## src/design/assert_macros.svh

```systemverilog
// assertion macros shared by the deframer modules
`ifndef ASSERT_MACROS_SVH
`define ASSERT_MACROS_SVH

// same-cycle implication, checked at every rising edge out of reset
`define AST_IMPL(lbl, ante, cons, msg) \
  lbl: assert property (@(posedge clk) disable iff (!rst_n) (ante) |-> (cons)) \
    else $error(msg);

// next-cycle implication, checked at every rising edge out of reset
`define AST_NEXT(lbl, ante, cons, msg) \
  lbl: assert property (@(posedge clk) disable iff (!rst_n) (ante) |=> (cons)) \
    else $error(msg);

`endif

```

## src/design/lpmd_pkg.sv

```systemverilog
// types and codes of the length-prefixed message deframer
package lpmd_pkg;

  // result kind codes
  localparam logic [1:0] KIND_HEADER  = 2'd0;
  localparam logic [1:0] KIND_PAYLOAD = 2'd1;
  localparam logic [1:0] KIND_TRUNC   = 2'd2;

  localparam int unsigned HDR_BYTES = 8;

  typedef struct packed {
    logic [1:0]  kind;
    logic [31:0] msg_type;
    logic [31:0] msg_size;
    logic [7:0]  data_byte;
    logic        last_of_message;
    logic        truncated;
  } res_t;

endpackage

```

## src/design/lpmd_if.sv

```systemverilog
// stream channels of the deframer: byte input and result output
interface lpmd_in_if;
  logic       valid;
  logic       ready;
  logic [7:0] rx_byte;
  logic       end_of_buffer;

  modport source (output valid, output rx_byte, output end_of_buffer, input ready);
  modport sink   (input valid, input rx_byte, input end_of_buffer, output ready);
endinterface

interface lpmd_out_if;
  logic        valid;
  logic        ready;
  logic [1:0]  kind;
  logic [31:0] msg_type;
  logic [31:0] msg_size;
  logic [7:0]  data_byte;
  logic        last_of_message;
  logic        truncated;

  modport source (output valid, output kind, output msg_type, output msg_size,
                  output data_byte, output last_of_message, output truncated,
                  input ready);
  modport sink   (input valid, input kind, input msg_type, input msg_size,
                  input data_byte, input last_of_message, input truncated,
                  output ready);
endinterface

```

## src/design/length_prefixed_message_deframer_core.sv

```systemverilog
// top level of the length-prefixed message deframer
// Takes one received byte per beat and splits the stream into messages of a
// 4-byte big-endian type, a 4-byte big-endian size and that many payload
// bytes. A header result comes out with the eighth header byte, then one
// result per payload byte; a byte marked end_of_buffer restarts framing and
// flags truncation if a message was open. The block takes one byte every
// cycle: a byte is held in the input register, is parsed, and its result
// (if any) is loaded into the output register. The only limit on rate is the
// output register: while a result waits there unaccepted, the input register
// holds its byte, and in_ch.ready follows out_ch.ready combinationally
// through that one stage.
`include "assert_macros.svh"

module length_prefixed_message_deframer_core (
  input  logic        clk,
  input  logic        rst_n,
  lpmd_in_if.sink     in_ch,
  lpmd_out_if.source  out_ch
);

  // input register
  logic       in_v_r;
  logic [7:0] in_byte_r;
  logic       in_eob_r;

  // output register
  logic           out_v_r;
  lpmd_pkg::res_t out_res_r;

  logic           out_free;
  logic           step;
  logic           res_vld;
  lpmd_pkg::res_t res;

  // parse the held byte once the output register can take its result
  assign out_free    = !out_v_r || out_ch.ready;
  assign step        = in_v_r && out_free;
  assign in_ch.ready = !in_v_r || step;

  lpmd_parser u_parser (
    .clk     (clk),
    .rst_n   (rst_n),
    .step    (step),
    .rx_byte (in_byte_r),
    .eob     (in_eob_r),
    .res_vld (res_vld),
    .res     (res)
  );

  // input beat capture
  always_ff @(posedge clk) begin
    if (!rst_n) begin
      in_v_r <= 1'b0;
    end else if (in_ch.ready) begin
      in_v_r <= in_ch.valid;
    end
  end

  always_ff @(posedge clk) begin
    if (in_ch.ready && in_ch.valid) begin
      in_byte_r <= in_ch.rx_byte;
      in_eob_r  <= in_ch.end_of_buffer;
    end
  end

  // result register: loaded when a parsed byte yields a result
  always_ff @(posedge clk) begin
    if (!rst_n) begin
      out_v_r <= 1'b0;
    end else if (step && res_vld) begin
      out_v_r <= 1'b1;
    end else if (out_ch.ready) begin
      out_v_r <= 1'b0;
    end
  end

  always_ff @(posedge clk) begin
    if (step && res_vld) begin
      out_res_r <= res;
    end
  end

  assign out_ch.valid           = out_v_r;
  assign out_ch.kind            = out_res_r.kind;
  assign out_ch.msg_type        = out_res_r.msg_type;
  assign out_ch.msg_size        = out_res_r.msg_size;
  assign out_ch.data_byte       = out_res_r.data_byte;
  assign out_ch.last_of_message = out_res_r.last_of_message;
  assign out_ch.truncated       = out_res_r.truncated;

  // a byte blocked by a waiting result must stay put
  `AST_NEXT(a_in_held, in_v_r && !out_free, in_v_r && $stable(in_byte_r), "input byte lost")
  // a waiting result is neither dropped nor overwritten
  `AST_NEXT(a_out_held, out_v_r && !out_ch.ready, out_v_r && $stable(out_res_r), "result overwritten")
  // a truncation notice inside a header always carries the truncated flag
  `AST_IMPL(a_trunc_flag, out_v_r && out_res_r.kind == lpmd_pkg::KIND_TRUNC,
            out_res_r.truncated, "truncation notice without flag")

endmodule

```

## src/design/lpmd_parser.sv

```systemverilog
// framing state and per-byte parse logic of the deframer
`include "assert_macros.svh"

module lpmd_parser (
  input  logic               clk,
  input  logic               rst_n,
  input  logic               step,
  input  logic [7:0]         rx_byte,
  input  logic               eob,
  output logic               res_vld,
  output lpmd_pkg::res_t     res
);

  logic [2:0]  hdr_cnt_r,  hdr_cnt_nxt;
  logic        in_pay_r,   in_pay_nxt;
  logic [31:0] type_r,     type_nxt;
  logic [31:0] size_r,     size_nxt;
  logic [31:0] remain_r,   remain_nxt;

  always_comb begin
    logic fin;
    logic [31:0] tw;
    logic [31:0] sw;
    fin         = (remain_r[31:1] == 31'd0);
    tw          = (hdr_cnt_r == 3'd0) ? 32'd0 : type_r;
    sw          = (hdr_cnt_r == 3'd0) ? 32'd0 : size_r;
    hdr_cnt_nxt = hdr_cnt_r;
    in_pay_nxt  = in_pay_r;
    type_nxt    = type_r;
    size_nxt    = size_r;
    remain_nxt  = remain_r;
    res_vld     = 1'b0;
    res.kind            = lpmd_pkg::KIND_HEADER;
    res.data_byte       = 8'd0;
    res.last_of_message = 1'b0;
    res.truncated       = 1'b0;

    if (in_pay_r) begin
      res_vld             = 1'b1;
      res.kind            = lpmd_pkg::KIND_PAYLOAD;
      res.data_byte       = rx_byte;
      res.last_of_message = fin;
      res.truncated       = eob && !fin;
      if (fin) begin
        remain_nxt = 32'd0;
        in_pay_nxt = 1'b0;
      end else begin
        remain_nxt = remain_r - 32'd1;
      end
      if (eob) begin
        hdr_cnt_nxt = 3'd0;
        in_pay_nxt  = 1'b0;
        remain_nxt  = 32'd0;
      end
    end else begin
      // first four bytes build the type, the next four the size
      if (!hdr_cnt_r[2]) begin
        tw = {tw[23:0], rx_byte};
      end else begin
        sw = {sw[23:0], rx_byte};
      end
      type_nxt = tw;
      size_nxt = sw;
      if (hdr_cnt_r == 3'(lpmd_pkg::HDR_BYTES - 1)) begin
        hdr_cnt_nxt         = 3'd0;
        res_vld             = 1'b1;
        res.kind            = lpmd_pkg::KIND_HEADER;
        res.last_of_message = (sw == 32'd0);
        if (sw != 32'd0) begin
          in_pay_nxt = 1'b1;
          remain_nxt = sw;
        end
        if (eob) begin
          res.truncated = (sw != 32'd0);
          in_pay_nxt    = 1'b0;
          remain_nxt    = 32'd0;
        end
      end else begin
        hdr_cnt_nxt = hdr_cnt_r + 3'd1;
        if (eob) begin
          res_vld       = 1'b1;
          res.kind      = lpmd_pkg::KIND_TRUNC;
          res.truncated = 1'b1;
          hdr_cnt_nxt   = 3'd0;
          in_pay_nxt    = 1'b0;
          remain_nxt    = 32'd0;
        end
      end
    end
    res.msg_type = type_nxt;
    res.msg_size = size_nxt;
  end

  always_ff @(posedge clk) begin
    if (!rst_n) begin
      hdr_cnt_r <= 3'd0;
      in_pay_r  <= 1'b0;
      type_r    <= 32'd0;
      size_r    <= 32'd0;
      remain_r  <= 32'd0;
    end else if (step) begin
      hdr_cnt_r <= hdr_cnt_nxt;
      in_pay_r  <= in_pay_nxt;
      type_r    <= type_nxt;
      size_r    <= size_nxt;
      remain_r  <= remain_nxt;
    end
  end

  `AST_IMPL(a_hdr_idle_in_pay, in_pay_r, hdr_cnt_r == 3'd0, "header count moved during payload")
  `AST_IMPL(a_pay_has_remain, in_pay_r, remain_r != 32'd0, "payload state with nothing left")
  `AST_NEXT(a_eob_restarts, step && eob, !in_pay_r && hdr_cnt_r == 3'd0, "framing not restarted")

endmodule

```

## src/flat_wrapper.sv

```systemverilog
// flat-port wrapper written by rule: the top's interface ports become plain ports
module length_prefixed_message_deframer_core_flat 
  (clk, rst_n, in_ch_valid, in_ch_rx_byte, in_ch_end_of_buffer, in_ch_ready, out_ch_valid, out_ch_kind, out_ch_msg_type, out_ch_msg_size, out_ch_data_byte, out_ch_last_of_message, out_ch_truncated, out_ch_ready);
  lpmd_in_if in_ch_i ();
  lpmd_out_if out_ch_i ();
  input  logic clk;
  input  logic rst_n;
  input wire logic [$bits(in_ch_i.valid)-1:0] in_ch_valid;
  input wire logic [$bits(in_ch_i.rx_byte)-1:0] in_ch_rx_byte;
  input wire logic [$bits(in_ch_i.end_of_buffer)-1:0] in_ch_end_of_buffer;
  output wire logic [$bits(in_ch_i.ready)-1:0] in_ch_ready;
  output wire logic [$bits(out_ch_i.valid)-1:0] out_ch_valid;
  output wire logic [$bits(out_ch_i.kind)-1:0] out_ch_kind;
  output wire logic [$bits(out_ch_i.msg_type)-1:0] out_ch_msg_type;
  output wire logic [$bits(out_ch_i.msg_size)-1:0] out_ch_msg_size;
  output wire logic [$bits(out_ch_i.data_byte)-1:0] out_ch_data_byte;
  output wire logic [$bits(out_ch_i.last_of_message)-1:0] out_ch_last_of_message;
  output wire logic [$bits(out_ch_i.truncated)-1:0] out_ch_truncated;
  input wire logic [$bits(out_ch_i.ready)-1:0] out_ch_ready;
  assign in_ch_i.valid = in_ch_valid;
  assign in_ch_i.rx_byte = in_ch_rx_byte;
  assign in_ch_i.end_of_buffer = in_ch_end_of_buffer;
  assign in_ch_ready = in_ch_i.ready;
  assign out_ch_valid = out_ch_i.valid;
  assign out_ch_kind = out_ch_i.kind;
  assign out_ch_msg_type = out_ch_i.msg_type;
  assign out_ch_msg_size = out_ch_i.msg_size;
  assign out_ch_data_byte = out_ch_i.data_byte;
  assign out_ch_last_of_message = out_ch_i.last_of_message;
  assign out_ch_truncated = out_ch_i.truncated;
  assign out_ch_i.ready = out_ch_ready;
  length_prefixed_message_deframer_core u_core (.clk(clk), .rst_n(rst_n), .in_ch(in_ch_i), .out_ch(out_ch_i));
endmodule
```

## config.mk

```make
export PLATFORM = sky130hd
export DESIGN_NAME = length_prefixed_message_deframer_core_flat
export DESIGN_NICKNAME = d
export VERILOG_FILES = /design/src/design/lpmd_pkg.sv /design/src/design/lpmd_if.sv /design/src/design/length_prefixed_message_deframer_core.sv /design/src/design/lpmd_parser.sv /design/src/flat_wrapper.sv
export VERILOG_INCLUDE_DIRS = /design/src /design/src/design
export SDC_FILE = /design/constraint.sdc
export NUM_CORES = 1
export LEC_CHECK = 0
export ABC_CLOCK_PERIOD_IN_PS = 3900
export BUFFER_PORTS_ARGS = -buffer_cell sky130_fd_sc_hd__clkbuf_2
export CORE_MARGIN = 2
export CORE_UTILIZATION = 45
export CTS_CLUSTER_DIAMETER = 50
export DETAILED_ROUTE_END_ITERATION = 7
export GPL_ROUTABILITY_DRIVEN = 1
export PLACE_DENSITY = 0.66
export SLEW_MARGIN = 20
export SYNTH_ARGS = -nofsm -noshare
export SYNTH_HDL_FRONTEND = slang
export SYNTH_SLANG_ARGS = --single-unit
```

## constraint.sdc

```tcl
create_clock -name clk -period 3.9 [get_ports clk]
set_input_delay 0.39 -clock clk [delete_from_list [all_inputs] [get_ports clk]]
set_output_delay 0.39 -clock clk [all_outputs]
set_load 0.05 [all_outputs]
```

==> load_flow_metrics.sql <==
INSERT INTO impl_metrics (metric_group, metric, value, unit) VALUES
('route', 'drt_first_iter_violations', '775', ''),
('cts', 'clkSlewWorstSetupHoldPaths', '0.07', 'ns'),
('cts', 'tritoncts.num_buffers', '17', ''),
('yosys', 'synth_area_leaders', 'sky130_fd_sc_hd__edfxtp_1, sky130_fd_sc_hd__dfxtp_1, sky130_fd_sc_hd__nand2_1', ''),
('yosys', 'synth_largest_area_cell', 'sky130_fd_sc_hd__edfxtp_1', ''),
('worst_setup_path', 'worstPathRequired', '4.22', 'ns'),
('worst_setup_path', 'crit_start', 'u_core.u_parser.hdr_cnt_r[0]$_SDFFE_PN0P_', ''),
('worst_setup_path', 'crit_reg_reg_startpoint', 'u_core.u_parser.hdr_cnt_r[0]$_SDFFE_PN0P_', ''),
('floorplan', 'fp.dieArea', '0.0207', 'mm2'),
('global_route', 'grt_pass1_vias', '6782', ''),
('cts', 'cts_max_path_buffers', '2', ''),
('cts', 'ctsResizeCount', '0', ''),
('global_route', 'grt_pass1_wl', '37200', 'um'),
('placement', 'io_buffer_count', '90', ''),
('yosys', 'async_reset_ff_frac', '0', ''),
('cts', 'holdBufCountCts', '0', ''),
('yosys', 'synth_top_area_share', '0.290', ''),
('yosys', 'ys_ff_latch', '187', ''),
('placement', 'numPlacedInstances', '1250', ''),
('global_route', 'groute.usage.overall', '0.233', ''),
('sta', 'finalSetupViolCount', '0', ''),
('sta', 'clock.fmax', '352', 'MHz'),
('global_route', 'global_route.overflow_total', '0', ''),
('worst_setup_path', 'crit_type', 'reg -> reg', ''),
('route', 'vias_per_cell', '5.83', ''),
('sta', 'unrepaired_setup_endpoints_after_global_routing', 'no', ''),
('yosys', 'synthesized_instance_count', '950', ''),
('layout', 'syn2layout_area_growth', '14.6', '%'),
('layout', 'num_antenna_cells', '0', ''),
('floorplan', 'die_x', '144', 'um'),
('yosys', 'register_area_share_after_synthesis', '0.521', ''),
('placement', 'detailed_place_hpwl', '15300', 'um'),
('worst_setup_path', 'ff2ff_path_depth', '8', ''),
('route', 'drcViolationCount', '0', ''),
('route', 'drt_pre_antenna_iters', '5', ''),
('floorplan', 'initial_core_util', '0.456', ''),
('worst_setup_path', 'worst_ep_arrival_time', '3.16', 'ns'),
('worst_setup_path', 'worstSetupEndpoint', 'u_core.u_parser.remain_r[29]$_SDFFE_PN0P_', ''),
('route', 'dr_total_vias', '7471', ''),
('worst_setup_path', 'timing.rr.end', 'u_core.u_parser.remain_r[29]$_SDFFE_PN0P_', ''),
('hold_path', 'hold_path.class', 'in -> reg', ''),
('cts', 'clock_tree.htree_level_count', '4', ''),
('floorplan', 'ios', '91', ''),
('cts', 'tritoncts', 'yes', ''),
('sta', 'finalWorstPathRequiredPeriod', '2.84', 'ns'),
('route', 'final_antenna_net_count', '0', ''),
('sta', 'worst_slew_pin_slew', '1.01', 'ns'),
('floorplan', 'std_cell_rows', '51', ''),
('layout', 'final_layout_size_suffix_gt1_frac', '0.177', ''),
('cts', 'post_cts.repair.setup_buffers', '0', ''),
('run', 'max-cap-violations', '0', ''),
('yosys', 'synthesis.nets', '967', ''),
('yosys', 'netlist_area_before_placement', '0.00881', 'mm2'),
('global_route', 'maximum_number_of_pins_on_one_net_before_global_route_repair', '70', ''),
('sta', 'finalClockSkew', '0.0140', 'ns'),
('floorplan', 'die_h', '144', 'um'),
('sta', 'final_min_period_over_clock_period', '0.727', ''),
('sta', 'slew_headroom', '0.326', ''),
('worst_setup_path', 'timing.critical_path.to_type', 'flop', ''),
('sta', 'slew_viol_final', '0', ''),
('layout', 'finish.cell_count_without_fillers', '1282', ''),
('sta', 'hold_ws', '0.135', 'ns'),
('yosys', 'synthesis.yosys.warnings', '0', ''),
('cts', 'cts_root_buf', 'sky130_fd_sc_hd__clkbuf_16', ''),
('worst_setup_path', 'crit_fanout', '60', ''),
('outcome', 'status', 'finished clean', ''),
('yosys', 'count_of_flip_flops_with_a_built_in_enable_after_synthesis', '85', ''),
('sta', 'setup_tns', '0', 'ns'),
('sta', 'timing.final.hold_violations', '0', ''),
('power_and_ir_drop', 'p_leak', '3.40', 'nW'),
('worst_setup_path', 'startpoint_type', 'flop', '');
==> worst min path at each step <==
| stage | start | to | slack (ns) | cells after the start |
|---|---|---|---|---|
| after CTS | in_ch_rx_byte[1] | u_core.in_byte_r[1]$_DFFE_PP_ | 0.12 | 1 |
| after global routing | in_ch_rx_byte[4] | u_core.in_byte_r[4]$_DFFE_PP_ | 0.12 | 1 |
| after global placement | u_core.u_parser.type_r[31]$_SDFFE_PN0P_ | u_core.u_parser.type_r[31]$_SDFFE_PN0P_ | 0.44 | 2 |
| final | in_ch_rx_byte[1] | u_core.in_byte_r[1]$_DFFE_PP_ | 0.13 | 1 |
| after detailed placement | u_core.u_parser.type_r[31]$_SDFFE_PN0P_ | u_core.u_parser.type_r[31]$_SDFFE_PN0P_ | 0.45 | 2 |
| after floorplan | u_core.u_parser.type_r[24]$_SDFFE_PN0P_ | u_core.u_parser.type_r[24]$_SDFFE_PN0P_ | 0.44 | 2 |
==> critical path, cell delays in order, from the launching register on <==
cell	delay [ns]
sky130_fd_sc_hd__dfxtp_1	0.34
sky130_fd_sc_hd__inv_1	0.07
sky130_fd_sc_hd__ha_2	0.85
sky130_fd_sc_hd__nand2_1	0.22
sky130_fd_sc_hd__a311oi_1	0.26
sky130_fd_sc_hd__and4_1	0.24
sky130_fd_sc_hd__buf_4	0.38
sky130_fd_sc_hd__nor2_1	0.08
sky130_fd_sc_hd__o221a_2	0.27
==> power breakdown <==
part | internal (mW) | switching, mW
Clock | 1.16 | 0.786
Combinational | 0.101 | 0.323
Sequential | 2.10 | 0.0421
==> layer usage <==
layer | part of all wire | vias up | global-route usage
li1 | - | 3589 | -
met1 | 0.44 | 3552 | 0.316
met2 | 0.48 | 289 | 0.373
met3 | 0.064 | 41 | 0.0403
met4 | 0.023 | 0 | 0.0893
met5 | 0 | - | 0
==> cell families after synthesis <==
kind of cell | synth area share
compound gates | 0.200
flops | 0.521
fa+ha+maj | 0.00568
simple gates | 0.211
buf+inv | 0.0437
mux | 0.0175
==> registers in the layout (all words and copies together), names as in the netlist <==
signal / flops
u_core.out_ch.msg_size: 32
u_core.u_parser.type_r: 32
u_core.u_parser.size_r: 32
u_core.u_parser.remain_r: 32
u_core.in_eob_r: 1
u_core.out_ch.truncated: 1
u_core.out_ch.kind: 2
u_core.out_ch.last_of_message: 1
u_core.out_ch.data_byte: 8
u_core.out_ch.valid: 1
u_core.in_v_r: 1
u_core.in_byte_r: 8
u_core.u_parser.hdr_cnt_r: 3
u_core.out_ch.msg_type: 32
u_core.u_parser.in_pay_r: 1
==> layout make-up <==
cell class | count | area (um2)
Clock buffer | 18 | 429
Timing Repair Buffer | 111 | 621
Inverter | 11 | 42.5
Sequential cell | 187 | 4600
Clock inverter | 14 | 235
Fill cell | 1798 | 9230
Multi-Input combinational cell | 676 | 3850
Tap cell | 265 | 332
==> Yosys cell counts (2+ instances only) <==
cell,number
sky130_fd_sc_hd__o21ai_0,65
sky130_fd_sc_hd__nand2_1,159
sky130_fd_sc_hd__o21ai_2,6
sky130_fd_sc_hd__buf_1,6
sky130_fd_sc_hd__clkbuf_1,57
sky130_fd_sc_hd__o22ai_1,6
sky130_fd_sc_hd__o311ai_0,3
sky130_fd_sc_hd__nor4b_1,2
sky130_fd_sc_hd__o21ai_1,3
sky130_fd_sc_hd__nor4_1,16
sky130_fd_sc_hd__a211oi_1,2
sky130_fd_sc_hd__or3_1,5
sky130_fd_sc_hd__inv_1,10
sky130_fd_sc_hd__a22o_1,29
sky130_fd_sc_hd__a31oi_1,4
sky130_fd_sc_hd__nor3b_1,33
sky130_fd_sc_hd__o211ai_2,6
sky130_fd_sc_hd__ha_1,4
sky130_fd_sc_hd__nor2b_1,2
sky130_fd_sc_hd__nand2b_1,30
sky130_fd_sc_hd__o21bai_1,3
sky130_fd_sc_hd__nand4_1,7
sky130_fd_sc_hd__buf_6,4
sky130_fd_sc_hd__mux2_2,11
sky130_fd_sc_hd__a21oi_1,97
sky130_fd_sc_hd__buf_2,7
sky130_fd_sc_hd__nor3_1,36
sky130_fd_sc_hd__o311ai_1,7
sky130_fd_sc_hd__and2_1,12
sky130_fd_sc_hd__o31ai_1,7
sky130_fd_sc_hd__edfxtp_1,85
sky130_fd_sc_hd__or2_2,3
sky130_fd_sc_hd__or4_1,3
sky130_fd_sc_hd__mux2i_1,3
sky130_fd_sc_hd__dfxtp_1,102
sky130_fd_sc_hd__nor2_1,64
sky130_fd_sc_hd__a2bb2oi_1,3
sky130_fd_sc_hd__o41ai_1,2
sky130_fd_sc_hd__o32ai_1,10
sky130_fd_sc_hd__nand3_1,6
sky130_fd_sc_hd__o211ai_1,9
==> through the flow <==
step	setup WS, ns	instance area, um2	total power, mW	utilization
finish	1.06	10100	4.51	0.522
CTS	1.11	10100	4.53	0.522
floorplan	0.722	8810	2.49	-
detailed placement	1.12	9440	2.61	0.488
global placement	1.18	9440	2.60	0.488
global route	0.851	10100	4.63	0.522
==> placed cells by master, fill, tap and decap left out, types with 4 or more instances in the layout <==
cell / instances
sky130_fd_sc_hd__o32ai_1: 10
sky130_fd_sc_hd__edfxtp_1: 85
sky130_fd_sc_hd__nor2_1: 63
sky130_fd_sc_hd__dfxtp_1: 101
sky130_fd_sc_hd__nand4_1: 7
sky130_fd_sc_hd__a22o_1: 29
sky130_fd_sc_hd__or3_1: 5
sky130_fd_sc_hd__o31ai_1: 7
sky130_fd_sc_hd__a21oi_1: 97
sky130_fd_sc_hd__nor4_1: 16
sky130_fd_sc_hd__bufinv_16: 5
sky130_fd_sc_hd__nand3_1: 6
sky130_fd_sc_hd__o211ai_2: 6
sky130_fd_sc_hd__nor3_1: 36
sky130_fd_sc_hd__nor3b_1: 33
sky130_fd_sc_hd__o211ai_1: 9
sky130_fd_sc_hd__inv_1: 9
sky130_fd_sc_hd__buf_4: 20
sky130_fd_sc_hd__nand2b_1: 30
sky130_fd_sc_hd__and2_1: 11
sky130_fd_sc_hd__o21ai_2: 6
sky130_fd_sc_hd__clkbuf_16: 17
sky130_fd_sc_hd__mux2_2: 11
sky130_fd_sc_hd__nand2_1: 158
sky130_fd_sc_hd__o22ai_1: 6
sky130_fd_sc_hd__clkbuf_2: 90
sky130_fd_sc_hd__a31oi_1: 4
sky130_fd_sc_hd__o311ai_1: 7
sky130_fd_sc_hd__o21ai_0: 65
Power figures use the tool's default switching activity.
